`config.mk`:
```
export PLATFORM = sky130hd
export DESIGN_NAME = cascaded_pi_buck_duty
export DESIGN_NICKNAME = d
export VERILOG_FILES = /design/src/sv/cpbd_pkg.sv /design/src/sv/cpbd_cfg.sv /design/src/sv/cpbd_dp.sv /design/src/sv/cpbd_ctrl.sv /design/src/sv/cascaded_pi_buck_duty.sv
export SDC_FILE = /design/constraint.sdc
export NUM_CORES = 2
export LEC_CHECK = 0
export BUFFER_PORTS_ARGS = -buffer_cell sky130_fd_sc_hd__buf_2
export CAP_MARGIN = 5
export CORE_MARGIN = 4
export CORE_UTILIZATION = 35
export CTS_CLUSTER_DIAMETER = 150
export DETAILED_ROUTE_END_ITERATION = 6
export GPL_ROUTABILITY_DRIVEN = 0
export GPL_TIMING_DRIVEN = 0
export PLACE_DENSITY_LB_ADDON = 0.15
export SYNTH_ARGS = -nofsm -noshare
export SYNTH_HDL_FRONTEND = slang
export SYNTH_SLANG_ARGS = --single-unit
```
`constraint.sdc`:
```
create_clock -name clk -period 12 [get_ports clk]
set_input_delay 0.6 -clock clk [delete_from_list [all_inputs] [get_ports clk]]
set_output_delay 0.6 -clock clk [all_outputs]
set_load 0.01 [all_outputs]
```
`src/sv/cpbd_pkg.sv`:
```
// shared types, constants and codes for the cascaded pi buck duty block
`timescale 1ns / 1ps

package cpbd_pkg;

  // field widths
  localparam int VTGT_W  = 15;
  localparam int PGAIN_W = 16;
  localparam int IGAIN_W = 24;
  localparam int DUTY_W  = 11;
  localparam int CREF_W  = 13;
  localparam int SAMP_W  = 16;
  localparam int VINT_W  = 27;
  localparam int CINT_W  = 24;
  localparam int VERR_W  = 18;
  localparam int IERR_W  = 17;
  localparam int OPA_W   = IGAIN_W + 1;
  localparam int PROD_W  = OPA_W + VERR_W;
  localparam int CFG_IDX_W  = 3;
  localparam int CFG_DATA_W = 24;

  // saturation limits
  localparam int VINT_LIMIT = 41943040;
  localparam int IREF_LIMIT = 67108864;
  localparam int CINT_LIMIT = 6710886;
  localparam int CREF_MAX   = 4096;
  localparam int DUTY_FULL  = 1024;

  // configuration register indexes
  localparam logic [CFG_IDX_W-1:0] REG_VOUT_TARGET     = 3'd0;
  localparam logic [CFG_IDX_W-1:0] REG_VOLT_PROP_GAIN  = 3'd1;
  localparam logic [CFG_IDX_W-1:0] REG_VOLT_INTEG_GAIN = 3'd2;
  localparam logic [CFG_IDX_W-1:0] REG_CURR_PROP_GAIN  = 3'd3;
  localparam logic [CFG_IDX_W-1:0] REG_CURR_INTEG_GAIN = 3'd4;
  localparam logic [CFG_IDX_W-1:0] REG_DUTY_FLOOR      = 3'd5;
  localparam logic [CFG_IDX_W-1:0] REG_DUTY_CEILING    = 3'd6;

  // multiplier operand selects
  localparam logic [1:0] MUL_VOLT_INTEG = 2'd0;
  localparam logic [1:0] MUL_VOLT_PROP  = 2'd1;
  localparam logic [1:0] MUL_CURR_INTEG = 2'd2;
  localparam logic [1:0] MUL_CURR_PROP  = 2'd3;

  typedef struct packed {
    logic [VTGT_W-1:0]  vout_target;
    logic [PGAIN_W-1:0] volt_prop_gain;
    logic [IGAIN_W-1:0] volt_integ_gain;
    logic [PGAIN_W-1:0] curr_prop_gain;
    logic [IGAIN_W-1:0] curr_integ_gain;
    logic [DUTY_W-1:0]  duty_floor;
    logic [DUTY_W-1:0]  duty_ceiling;
  } cfg_t;

  typedef struct packed {
    logic       ld_in;
    logic       mul_en;
    logic [1:0] mul_sel;
    logic       vint_upd;
    logic       cref_ld;
    logic       ierr_ld;
    logic       cint_upd;
    logic       out_ld;
  } dp_cmd_t;

endpackage

```
`src/sv/cpbd_cfg.sv`:
```
// configuration register file of the cascaded pi buck duty block
`timescale 1ns / 1ps

module cpbd_cfg (
  input  logic                             clk,
  input  logic                             rst_n,
  input  logic                             wr_en,
  input  logic [cpbd_pkg::CFG_IDX_W-1:0]   wr_index,
  input  logic [cpbd_pkg::CFG_DATA_W-1:0]  wr_data,
  output cpbd_pkg::cfg_t                   cfg
);

  cpbd_pkg::cfg_t cfg_r;
  cpbd_pkg::cfg_t cfg_nxt;

  // register decode, unknown indexes ignored
  always_comb begin
    cfg_nxt = cfg_r;
    if (wr_en) begin
      unique case (wr_index)
        cpbd_pkg::REG_VOUT_TARGET:
          cfg_nxt.vout_target = wr_data[cpbd_pkg::VTGT_W-1:0];
        cpbd_pkg::REG_VOLT_PROP_GAIN:
          cfg_nxt.volt_prop_gain = wr_data[cpbd_pkg::PGAIN_W-1:0];
        cpbd_pkg::REG_VOLT_INTEG_GAIN:
          cfg_nxt.volt_integ_gain = wr_data[cpbd_pkg::IGAIN_W-1:0];
        cpbd_pkg::REG_CURR_PROP_GAIN:
          cfg_nxt.curr_prop_gain = wr_data[cpbd_pkg::PGAIN_W-1:0];
        cpbd_pkg::REG_CURR_INTEG_GAIN:
          cfg_nxt.curr_integ_gain = wr_data[cpbd_pkg::IGAIN_W-1:0];
        cpbd_pkg::REG_DUTY_FLOOR:
          cfg_nxt.duty_floor = wr_data[cpbd_pkg::DUTY_W-1:0];
        cpbd_pkg::REG_DUTY_CEILING:
          cfg_nxt.duty_ceiling = wr_data[cpbd_pkg::DUTY_W-1:0];
        default: ;
      endcase
    end
  end

  // all registers clear at reset except the ceiling, which starts at full duty
  always_ff @(posedge clk) begin
    if (!rst_n) begin
      cfg_r <= '{vout_target:     '0,
                 volt_prop_gain:  '0,
                 volt_integ_gain: '0,
                 curr_prop_gain:  '0,
                 curr_integ_gain: '0,
                 duty_floor:      '0,
                 duty_ceiling:    cpbd_pkg::DUTY_W'(cpbd_pkg::DUTY_FULL)};
    end else begin
      cfg_r <= cfg_nxt;
    end
  end

  assign cfg = cfg_r;

endmodule

```
`src/sv/cpbd_dp.sv`:
```
// datapath: shared multiplier, integrators, saturation and duty clamp
`timescale 1ns / 1ps

module cpbd_dp (
  input  logic                                clk,
  input  logic                                rst_n,
  input  cpbd_pkg::cfg_t                      cfg,
  input  cpbd_pkg::dp_cmd_t                   cmd,
  input  logic signed [cpbd_pkg::SAMP_W-1:0]  vout_sample,
  input  logic signed [cpbd_pkg::SAMP_W-1:0]  il_sample,
  output logic [cpbd_pkg::DUTY_W-1:0]         duty_out,
  output logic [cpbd_pkg::CREF_W-1:0]         current_ref
);

  localparam int VSUM_W = cpbd_pkg::PROD_W - 10 + 1;
  localparam int WIDE_W = cpbd_pkg::PROD_W + 3;
  localparam int DVAL_W = 32;

  logic signed [cpbd_pkg::VERR_W-1:0] verr_r, verr_nxt;
  logic signed [cpbd_pkg::SAMP_W-1:0] imeas_r;
  logic signed [cpbd_pkg::IERR_W-1:0] ierr_r, ierr_nxt;
  logic signed [cpbd_pkg::PROD_W-1:0] prod_r;
  logic signed [cpbd_pkg::VINT_W-1:0] vint_r, vint_nxt;
  logic signed [cpbd_pkg::CINT_W-1:0] cint_r, cint_nxt;
  logic [cpbd_pkg::CREF_W-1:0]        cref_r, cref_nxt;
  logic [cpbd_pkg::DUTY_W-1:0]        duty_r, duty_nxt;

  logic [cpbd_pkg::IGAIN_W-1:0]       gain_sel;
  logic signed [cpbd_pkg::OPA_W-1:0]  op_a;
  logic signed [cpbd_pkg::VERR_W-1:0] op_b;
  logic signed [VSUM_W-1:0]           vint_sum, cint_sum;
  logic signed [WIDE_W-1:0]           iref_sum, duty_sum;
  logic signed [DVAL_W-1:0]           duty_val;
  logic [cpbd_pkg::DUTY_W-1:0]        lo_lim, hi_lim;

  // voltage error taken at the input transfer
  assign verr_nxt = $signed({3'b000, cfg.vout_target}) - cpbd_pkg::VERR_W'(vout_sample);

  // multiplier operand selection
  always_comb begin
    unique case (cmd.mul_sel)
      cpbd_pkg::MUL_VOLT_INTEG: gain_sel = cfg.volt_integ_gain;
      cpbd_pkg::MUL_VOLT_PROP:  gain_sel = cpbd_pkg::IGAIN_W'(cfg.volt_prop_gain);
      cpbd_pkg::MUL_CURR_INTEG: gain_sel = cfg.curr_integ_gain;
      cpbd_pkg::MUL_CURR_PROP:  gain_sel = cpbd_pkg::IGAIN_W'(cfg.curr_prop_gain);
      default:                  gain_sel = '0;
    endcase
    op_a = $signed({1'b0, gain_sel});
    if (cmd.mul_sel == cpbd_pkg::MUL_VOLT_INTEG || cmd.mul_sel == cpbd_pkg::MUL_VOLT_PROP) begin
      op_b = verr_r;
    end else begin
      op_b = cpbd_pkg::VERR_W'(ierr_r);
    end
  end

  // outer integrator with saturation
  always_comb begin
    vint_sum = VSUM_W'(vint_r) + VSUM_W'(prod_r >>> 10);
    if (vint_sum > VSUM_W'(cpbd_pkg::VINT_LIMIT)) begin
      vint_nxt = cpbd_pkg::VINT_W'(cpbd_pkg::VINT_LIMIT);
    end else if (vint_sum < -VSUM_W'(cpbd_pkg::VINT_LIMIT)) begin
      vint_nxt = -cpbd_pkg::VINT_W'(cpbd_pkg::VINT_LIMIT);
    end else begin
      vint_nxt = cpbd_pkg::VINT_W'(vint_sum);
    end
  end

  // current reference, saturated to 0..4 A then cut to 2^-10 A
  always_comb begin
    iref_sum = (WIDE_W'(prod_r) <<< 2) + WIDE_W'(vint_r);
    if (iref_sum < 0) begin
      cref_nxt = '0;
    end else if (iref_sum > WIDE_W'(cpbd_pkg::IREF_LIMIT)) begin
      cref_nxt = cpbd_pkg::CREF_W'(cpbd_pkg::CREF_MAX);
    end else begin
      cref_nxt = iref_sum[26:14];
    end
  end

  assign ierr_nxt = $signed({4'b0000, cref_r}) - cpbd_pkg::IERR_W'(imeas_r);

  // inner integrator with saturation
  always_comb begin
    cint_sum = VSUM_W'(cint_r) + VSUM_W'(prod_r >>> 10);
    if (cint_sum > VSUM_W'(cpbd_pkg::CINT_LIMIT)) begin
      cint_nxt = cpbd_pkg::CINT_W'(cpbd_pkg::CINT_LIMIT);
    end else if (cint_sum < -VSUM_W'(cpbd_pkg::CINT_LIMIT)) begin
      cint_nxt = -cpbd_pkg::CINT_W'(cpbd_pkg::CINT_LIMIT);
    end else begin
      cint_nxt = cpbd_pkg::CINT_W'(cint_sum);
    end
  end

  // duty and clamp, floor checked first
  always_comb begin
    duty_sum = (WIDE_W'(prod_r) <<< 2) + WIDE_W'(cint_r);
    duty_val = DVAL_W'(duty_sum >>> 14);
    lo_lim   = (cfg.duty_floor > cpbd_pkg::DUTY_W'(cpbd_pkg::DUTY_FULL)) ?
               cpbd_pkg::DUTY_W'(cpbd_pkg::DUTY_FULL) : cfg.duty_floor;
    hi_lim   = (cfg.duty_ceiling > cpbd_pkg::DUTY_W'(cpbd_pkg::DUTY_FULL)) ?
               cpbd_pkg::DUTY_W'(cpbd_pkg::DUTY_FULL) : cfg.duty_ceiling;
    priority if (duty_val < $signed({21'd0, lo_lim})) begin
      duty_nxt = lo_lim;
    end else if (duty_val > $signed({21'd0, hi_lim})) begin
      duty_nxt = hi_lim;
    end else begin
      duty_nxt = duty_val[cpbd_pkg::DUTY_W-1:0];
    end
  end

  // loop state
  always_ff @(posedge clk) begin
    if (!rst_n) begin
      vint_r <= '0;
      cint_r <= '0;
    end else begin
      if (cmd.vint_upd) vint_r <= vint_nxt;
      if (cmd.cint_upd) cint_r <= cint_nxt;
    end
  end

  // working registers
  always_ff @(posedge clk) begin
    if (cmd.ld_in) begin
      verr_r  <= verr_nxt;
      imeas_r <= il_sample;
    end
    if (cmd.mul_en)  prod_r <= op_a * op_b;
    if (cmd.cref_ld) cref_r <= cref_nxt;
    if (cmd.ierr_ld) ierr_r <= ierr_nxt;
    if (cmd.out_ld)  duty_r <= duty_nxt;
  end

  // the reference leaves with the duty it produced
  logic [cpbd_pkg::CREF_W-1:0] cref_out_r;
  always_ff @(posedge clk) begin
    if (cmd.out_ld) cref_out_r <= cref_r;
  end

  assign duty_out    = duty_r;
  assign current_ref = cref_out_r;

  a_vint_range: assert property (@(posedge clk) disable iff (!rst_n)
    (vint_r <= cpbd_pkg::VINT_W'(cpbd_pkg::VINT_LIMIT)) &&
    (vint_r >= -cpbd_pkg::VINT_W'(cpbd_pkg::VINT_LIMIT)))
    else $error("outer integrator out of range");

  a_cint_range: assert property (@(posedge clk) disable iff (!rst_n)
    (cint_r <= cpbd_pkg::CINT_W'(cpbd_pkg::CINT_LIMIT)) &&
    (cint_r >= -cpbd_pkg::CINT_W'(cpbd_pkg::CINT_LIMIT)))
    else $error("inner integrator out of range");

  a_cref_range: assert property (@(posedge clk) disable iff (!rst_n)
    cmd.cref_ld |=> (cref_r <= cpbd_pkg::CREF_W'(cpbd_pkg::CREF_MAX)))
    else $error("current reference above 4 A");

endmodule

```
`src/sv/cpbd_ctrl.sv`:
```
// controller: sequences one sample through the shared datapath and owns the handshakes
`timescale 1ns / 1ps

module cpbd_ctrl (
  input  logic              clk,
  input  logic              rst_n,
  input  logic              in_valid,
  output logic              in_ready,
  output logic              out_valid,
  input  logic              out_ready,
  output cpbd_pkg::dp_cmd_t cmd
);

  localparam logic [2:0] ST_IDLE = 3'd0;
  localparam logic [2:0] ST_MV1  = 3'd1;
  localparam logic [2:0] ST_MV2  = 3'd2;
  localparam logic [2:0] ST_MV3  = 3'd3;
  localparam logic [2:0] ST_MI0  = 3'd4;
  localparam logic [2:0] ST_MI1  = 3'd5;
  localparam logic [2:0] ST_MI2  = 3'd6;
  localparam logic [2:0] ST_MI3  = 3'd7;

  logic [2:0] state_r, state_nxt;
  logic       out_valid_r, out_valid_nxt;
  logic       slot_free;

  assign slot_free = !out_valid_r || out_ready;

  // sequencing and datapath commands
  always_comb begin
    state_nxt     = state_r;
    out_valid_nxt = out_valid_r && !out_ready;
    cmd           = '0;
    unique case (state_r)
      ST_IDLE: begin
        cmd.ld_in = in_valid;
        if (in_valid) state_nxt = ST_MV1;
      end
      ST_MV1: begin
        cmd.mul_en  = 1'b1;
        cmd.mul_sel = cpbd_pkg::MUL_VOLT_INTEG;
        state_nxt   = ST_MV2;
      end
      ST_MV2: begin
        cmd.vint_upd = 1'b1;
        cmd.mul_en   = 1'b1;
        cmd.mul_sel  = cpbd_pkg::MUL_VOLT_PROP;
        state_nxt    = ST_MV3;
      end
      ST_MV3: begin
        cmd.cref_ld = 1'b1;
        state_nxt   = ST_MI0;
      end
      ST_MI0: begin
        cmd.ierr_ld = 1'b1;
        state_nxt   = ST_MI1;
      end
      ST_MI1: begin
        cmd.mul_en  = 1'b1;
        cmd.mul_sel = cpbd_pkg::MUL_CURR_INTEG;
        state_nxt   = ST_MI2;
      end
      ST_MI2: begin
        cmd.cint_upd = 1'b1;
        cmd.mul_en   = 1'b1;
        cmd.mul_sel  = cpbd_pkg::MUL_CURR_PROP;
        state_nxt    = ST_MI3;
      end
      ST_MI3: begin
        // wait here while the previous result is still held
        if (slot_free) begin
          cmd.out_ld    = 1'b1;
          out_valid_nxt = 1'b1;
          state_nxt     = ST_IDLE;
        end
      end
      default: state_nxt = ST_IDLE;
    endcase
  end

  always_ff @(posedge clk) begin
    if (!rst_n) begin
      state_r     <= ST_IDLE;
      out_valid_r <= 1'b0;
    end else begin
      state_r     <= state_nxt;
      out_valid_r <= out_valid_nxt;
    end
  end

  assign in_ready  = (state_r == ST_IDLE);
  assign out_valid = out_valid_r;

  a_start: assert property (@(posedge clk) disable iff (!rst_n)
    (in_valid && in_ready) |=> (state_r == ST_MV1))
    else $error("transfer did not start the sequence");

  a_hold_last: assert property (@(posedge clk) disable iff (!rst_n)
    (state_r == ST_MI3 && out_valid_r && !out_ready) |=> (state_r == ST_MI3))
    else $error("result written over a pending transfer");

endmodule

```
`src/sv/cascaded_pi_buck_duty.sv`:
```
// top level of the cascaded pi voltage and current loop for a buck converter
`timescale 1ns / 1ps

// Each sample pair runs from input transfer to result one sample at a time:
// one shared 25x18 multiplier is used four times (outer integral, outer
// proportional, inner integral, inner proportional) with the integrator
// updates and the reference step in between. The next sample is taken in
// the cycle after the result is registered, so the block cannot take a new
// sample before it is through with the last one; a held result stalls the
// block only when the following one is ready to leave. cfg_ready is always
// high; write registers only while no sample is in flight.
module cascaded_pi_buck_duty (
  input  logic                                clk,
  input  logic                                rst_n,
  input  logic                                in_valid,
  output logic                                in_ready,
  input  logic signed [cpbd_pkg::SAMP_W-1:0]  in_vout_sample,
  input  logic signed [cpbd_pkg::SAMP_W-1:0]  in_il_sample,
  output logic                                out_valid,
  input  logic                                out_ready,
  output logic [cpbd_pkg::DUTY_W-1:0]         out_duty_out,
  output logic [cpbd_pkg::CREF_W-1:0]         out_current_ref,
  input  logic                                cfg_valid,
  output logic                                cfg_ready,
  input  logic [cpbd_pkg::CFG_IDX_W-1:0]      cfg_index,
  input  logic [cpbd_pkg::CFG_DATA_W-1:0]     cfg_data
);

  cpbd_pkg::cfg_t    cfg;
  cpbd_pkg::dp_cmd_t cmd;

  assign cfg_ready = 1'b1;

  // configuration registers
  cpbd_cfg u_cfg (
    .clk      (clk),
    .rst_n    (rst_n),
    .wr_en    (cfg_valid),
    .wr_index (cfg_index),
    .wr_data  (cfg_data),
    .cfg      (cfg)
  );

  // sequencer
  cpbd_ctrl u_ctrl (
    .clk       (clk),
    .rst_n     (rst_n),
    .in_valid  (in_valid),
    .in_ready  (in_ready),
    .out_valid (out_valid),
    .out_ready (out_ready),
    .cmd       (cmd)
  );

  // arithmetic
  cpbd_dp u_dp (
    .clk         (clk),
    .rst_n       (rst_n),
    .cfg         (cfg),
    .cmd         (cmd),
    .vout_sample (in_vout_sample),
    .il_sample   (in_il_sample),
    .duty_out    (out_duty_out),
    .current_ref (out_current_ref)
  );

endmodule

```
Yosys cells after proc, flatten, opt, wreduce, memory -nomap -nowiden --
Cells that the tools add are included.
Storage, ports and cells: bits in registers 303, input bits 64, logic and storage cells 95
Cells by class: $add $sub $neg 6, $mul 1, $lt $le $gt $ge 10, equality and inequality tests 18, multiplexer cells 24, reductions and logical operators 17
Operators by type and width (number):
- 24-bit one-hot mux with 4 select lines | 1
- 27-bit two-way mux | 2
- 24-bit two-way mux | 2
- 45-bit by 24-bit adder with 46-bit output | 1
- 45-bit by 27-bit adder with 46-bit output | 1
- 46-bit by 28-bit > comparator with 1-bit output, second input constant | 1
- 46-bit by 1-bit less-than comparator with 1-bit output, second input constant | 1
- 11-bit two-way mux | 4
- 25-bit by 18-bit multiplier with 43-bit output | 1
- 24-bit by 33-bit adder with 34-bit output | 1
- 27-bit by 33-bit adder with 34-bit output | 1
- 34-bit by 24-bit > comparator with 1-bit output, second input constant | 1
- 34-bit by 27-bit > comparator with 1-bit output, second input constant | 1
- 34-bit by 24-bit less-than comparator with 1-bit output, second input constant | 1
- 34-bit by 27-bit less-than comparator with 1-bit output, second input constant | 1
- 32-bit by 12-bit > comparator with 1-bit output | 1
- 32-bit by 12-bit less-than comparator with 1-bit output | 1
- 3-bit one-hot mux with 8 select lines | 1
- 11-bit > comparator, second input constant | 2
- 3-bit equality test, second input constant | 7
- 18-bit two-way mux | 1
- 14-bit by 16-bit subtractor with 17-bit output | 1
- 16-bit by 16-bit subtractor with 17-bit output | 1
- 2-bit AND reduction | 8
- other kinds (16) | 33

Longest topological paths before layout --
word-level depth 6, depth in mapped cells 37, depth with buffers taken out 33

Cells and area by module --
Synthesis repeated with hierarchy kept, for this count alone.
Second synthesis, totals: cells, all modules 4227, area, all modules 36472.5 µm²
By module, submodules not included:
- cpbd_dp | times used 1, cells each 3770, area each 31839.3 µm², sequential area each 4924.7 µm²
- cpbd_cfg | times used 1, cells each 413, area each 4276.6 µm², sequential area each 2342.2 µm²
- cpbd_ctrl | times used 1, cells each 42, area each 345.3 µm², sequential area each 80.1 µm²
- cascaded_pi_buck_duty | times used 1, cells each 2, area each 11.3 µm², sequential area each 0.0 µm²

Worst setup path before layout --
No wires, ideal clock.
kind reg2reg, from register u_ctrl.state_r[1], to register u_dp.prod_r[42] (netlist bit) (data pin), library setup time 0.260 ns, arrival 8.892 ns, data required time 11.740 ns, path slack 2.848 ns, stages on the path, launching flop included 34, path buffers 4, path through dfxtp_1 -> clkbuf_1 -> inv_1 -> nor2_1 -> nor2_1 -> inv_1 -> nand2_1 -> clkbuf_1 -> clkbuf_1 -> mux2i_1 -> clkbuf_1 -> nor2_1 -> fa_1 -> inv_1 -> fa_1 -> fa_1 -> fa_1 -> inv_1 -> fa_1 -> inv_1 -> fa_1 -> inv_1 -> ha_1 -> a21o_1 -> a21o_1 -> a21oi_1 -> a31o_2 -> a31oi_1 -> a31oi_1 -> a211oi_1 -> o31ai_1 -> o21ai_0 -> a21oi_1 -> xnor2_1
On the way: word-level cells in the longest chain between the ends 6, elaborated cells between the ends (all ways) 13
Ends and longest elaborated chain:
- start: declaration | line cpbd_ctrl.sv:23 | logic [2:0] state_r, state_nxt;
- start signal: assignment | line cpbd_ctrl.sv:86 | state_r <= state_nxt;
- 3-bit equality test, or another cell as far along | line cpbd_ctrl.sv:34 | unique case (state_r)
- 3-bit one-hot mux with 4 select lines (*) | line cpbd_ctrl.sv:34
- parallel branches: the longest is 3 deep, another holds 24-bit one-hot mux with 4 select lines
- 25-bit by 18-bit multiplier with 43-bit output (*) | line cpbd_dp.sv:128 | if (cmd.mul_en) prod_r <= op_a * op_b;
- end signal: assignment | line cpbd_dp.sv:128
- end: declaration | line cpbd_dp.sv:22 | logic signed [cpbd_pkg::PROD_W-1:0] prod_r;
Mark *: on every way between the ends. A chain may end at the register's enable or synchronous reset.

Worst setup path in the final report --
Ends and elaborated chain as after synthesis.

==> flow_summary.yaml <==
run_status:
  status: "finished clean"
clock_network:
  clk_pin_slew_worst_paths_ns: 0.06
  cts_root_buffer: "clkbuf_16"
  cts_setup_buffers: 0
  htree_levels: 2
  cts_resized: 0
  cts_tree: "done"
  clock_latency_ns: 0.59
  ctsHoldBuffers: 0
  cts_sinks: 302
  clk_path_buf_depth: 3
  cts_made_buffers: 38
hold_path:
  min_path_type: "in -> reg"
  worstHoldStart: "in_il_sample[4]"
power:
  p_leak_nw: 17.8
  power.total_mw: 4.31
  peakVddDrop_uv: 91.1
  power.density_nw_per_um2: 109
setup_path:
  cp_max_fo: 10
  worst_ep_required_time_ns: 12.29
  crit_path_top_delay_cell: "mux2i_1"
  r2r_start: "u_ctrl.state_r[1]"
  worstSetupPathType: "reg -> reg"
  endpoint_kind: "flip-flop"
  cp_common_cell: "fa_1"
  arrival_ns: 11.05
  start_kind: "flip-flop"
  cp-startpoint: "u_ctrl.state_r[1]"
  cpPeakStageDelay_ns: 0.73
global_routing:
  grt_first_pass_wirelength_um: 193000
  grt_max_degree: 44
  grt_remaining_overflow: 0
  track_usage: 0.235
  grt_pass1_vias: 31000
  antenna_found_initial: 5
yosys:
  synth_top_area_share: 0.199
  async_reset_ff_frac: 0
  ys_ff_latch: 302
  yosysUniqueCellTypes: 93
  seq_area_frac_synth: 0.204
  syn_nets: 5038
  yosysWarningCount: 0
  synthFlopType: "dfxtp_1"
  synth-edff-count: 130
  ys_top_cells_by_area: "fa_1, ha_1, edfxtp_1"
  synth_top_area_cell: "fa_1"
  synth.avg_cell_area_um2: 8.39
  synth_cells: 4291
  syn_area_um2: 36000
die:
  die_x_um: 329
  io-pin-count: 91
  die_h_um: 329
  num_rows: 117
  dieArea_um2: 108000
  core_um2: 102000
  initial_core_util: 0.353
sta:
  finalHoldViolCount: 0
  setup_viol: 0
  fmax_ghz: 0.0930
  rsz0062_at_grt: "no"
  slew_violations: 0
  finalCritPeriodShare: 0.896
  relSlewSlack: 0.0315
  skew_ns: 0.0438
  worst_pin_slew_ns: 1.41
  whs_ns: 0.186
  period_needed_ns: 10.75
drt:
  drc: 0
  drt.antenna.violating_nets: 0
  drt_first_pass_iters: 5
  finalWirelength_um: 127000
  drt_iter0_drc: 2146
  wire_per_inst_um: 21.8
  vias_per_cell: 5.34
  vias: 31100
finish:
  nFillCells: 10700
  area_delta_synth_final_pct: 10.1
  diodes: 0
  mostFrequentLayoutCells: "nand2_1, inv_1, fa_1, nor2_1, ha_1"
  final_common_cell: "nand2_1"
  drive_above_1_share: 0.0581
  nets: 5182
place:
  io_buffer_count: 88
  dp_hpwl_um: 104000
job:
  maxCapViolCount: 0
-- worst max-delay path: cells and delay by family (launching register included) --
| family | cells | cell delay, ns |
|---|---|---|
| AOI/OAI and AO/OA | 10 | 2.49 |
| DFF | 1 | 0.30 |
| xor gates and xnor gates | 1 | 0.11 |
| adders and majority gates | 7 | 3.50 |
| and+or+nand+nor | 4 | 0.59 |
| muxes | 1 | 0.73 |
| buffers and inverters | 10 | 2.73 |
-- cell type report --
class / count / area (um2) / share of cell area
well taps: 1368 / 1710 / 0.0432
plain buffers: 184 / 726 / 0.0183
multi-input cells: 3259 / 25900 / 0.655
inverters: 546 / 2050 / 0.0517
repair buffers: 104 / 626 / 0.0158
clock inverters: 20 / 211 / 0.00533
flip-flops and latches: 302 / 7350 / 0.185
clock buffers: 46 / 1020 / 0.0258
-- metal layers --
metal | track usage | routed length (um) | vias up
met4 | 0.0672 | 4070 | 0
met3 | 0.0306 | 7390 | 177
met2 | 0.375 | 56800 | 898
met1 | 0.332 | 59000 | 15200
met5 | 0 | 0 | -
li1 | - | - | 14800
-- flip-flops by register name, indices dropped and copies added, names as in the netlist --
name	cells
u_cfg.cfg	117
u_dp.prod_r	43
u_dp.vint_r	27
u_dp.cint_r	24
u_dp.ierr_r	17
u_dp.verr_r	17
u_dp.imeas_r	16
u_dp.cref_r	13
u_dp.current_ref	13
u_dp.duty_out	11
u_ctrl.state_r	3
u_ctrl.out_valid	1
-- power by group --
group	switching [mW]	internal [mW]	total, mW	leakage [nW]
Sequential	0.154	1.16	1.32	2.59
Clock	0.497	0.660	1.16	0.604
Combinational	1.18	0.651	1.84	14.6
-- cells by family after synthesis --
family,count (synthesis),synth area share
compound gates,974,0.186
xor+xnor,143,0.0348
fa+ha+maj,683,0.312
buf+inv,730,0.0771
flops,302,0.204
mux,46,0.0135
other cells,1,0.000104
simple gates,1412,0.173
-- path summary, 6_finish.rpt --
| check | to | slack, ns | cells after the start |
|---|---|---|---|
| max | u_dp.prod_r[42] | 1.25 | 33 |
| min | u_dp.imeas_r[4] | 0.19 | 1 |
| max reg2reg | u_dp.prod_r[42] | 1.25 | 33 |
| min reg2reg | u_dp.current_ref[11] | 0.46 | 0 |
-- metrics by stage --
step                      instance area [um2]  setup slack, ns  cells  setup TNS [ns]   util
after global routing                    39600            0.665   5829               0  0.389
final                                   39600             1.25   5829               0  0.389
after global placement                  38200          -0.0411   5747         -0.0411  0.374
after floorplan                         36000             2.85   4291               0      -
after CTS                               39600             1.26   5828               0  0.389
after detailed placement                38400             1.32   5762               0  0.377
-- Yosys cell counts, types with 43 or more instances --
master      n
a21boi_0  145
a21o_1    100
a21oi_1   204
clkbuf_1  164
dfxtp_1   172
edfxtp_1  130
fa_1      357
ha_1      326
inv_1     546
nand2_1   706
nand3_1    61
nand4_1    44
nor2_1    339
nor2b_1    43
nor3_1     45
o21ai_0   152
xnor2_1    86
xor2_1     57
(Power assumes the default switching activity.)
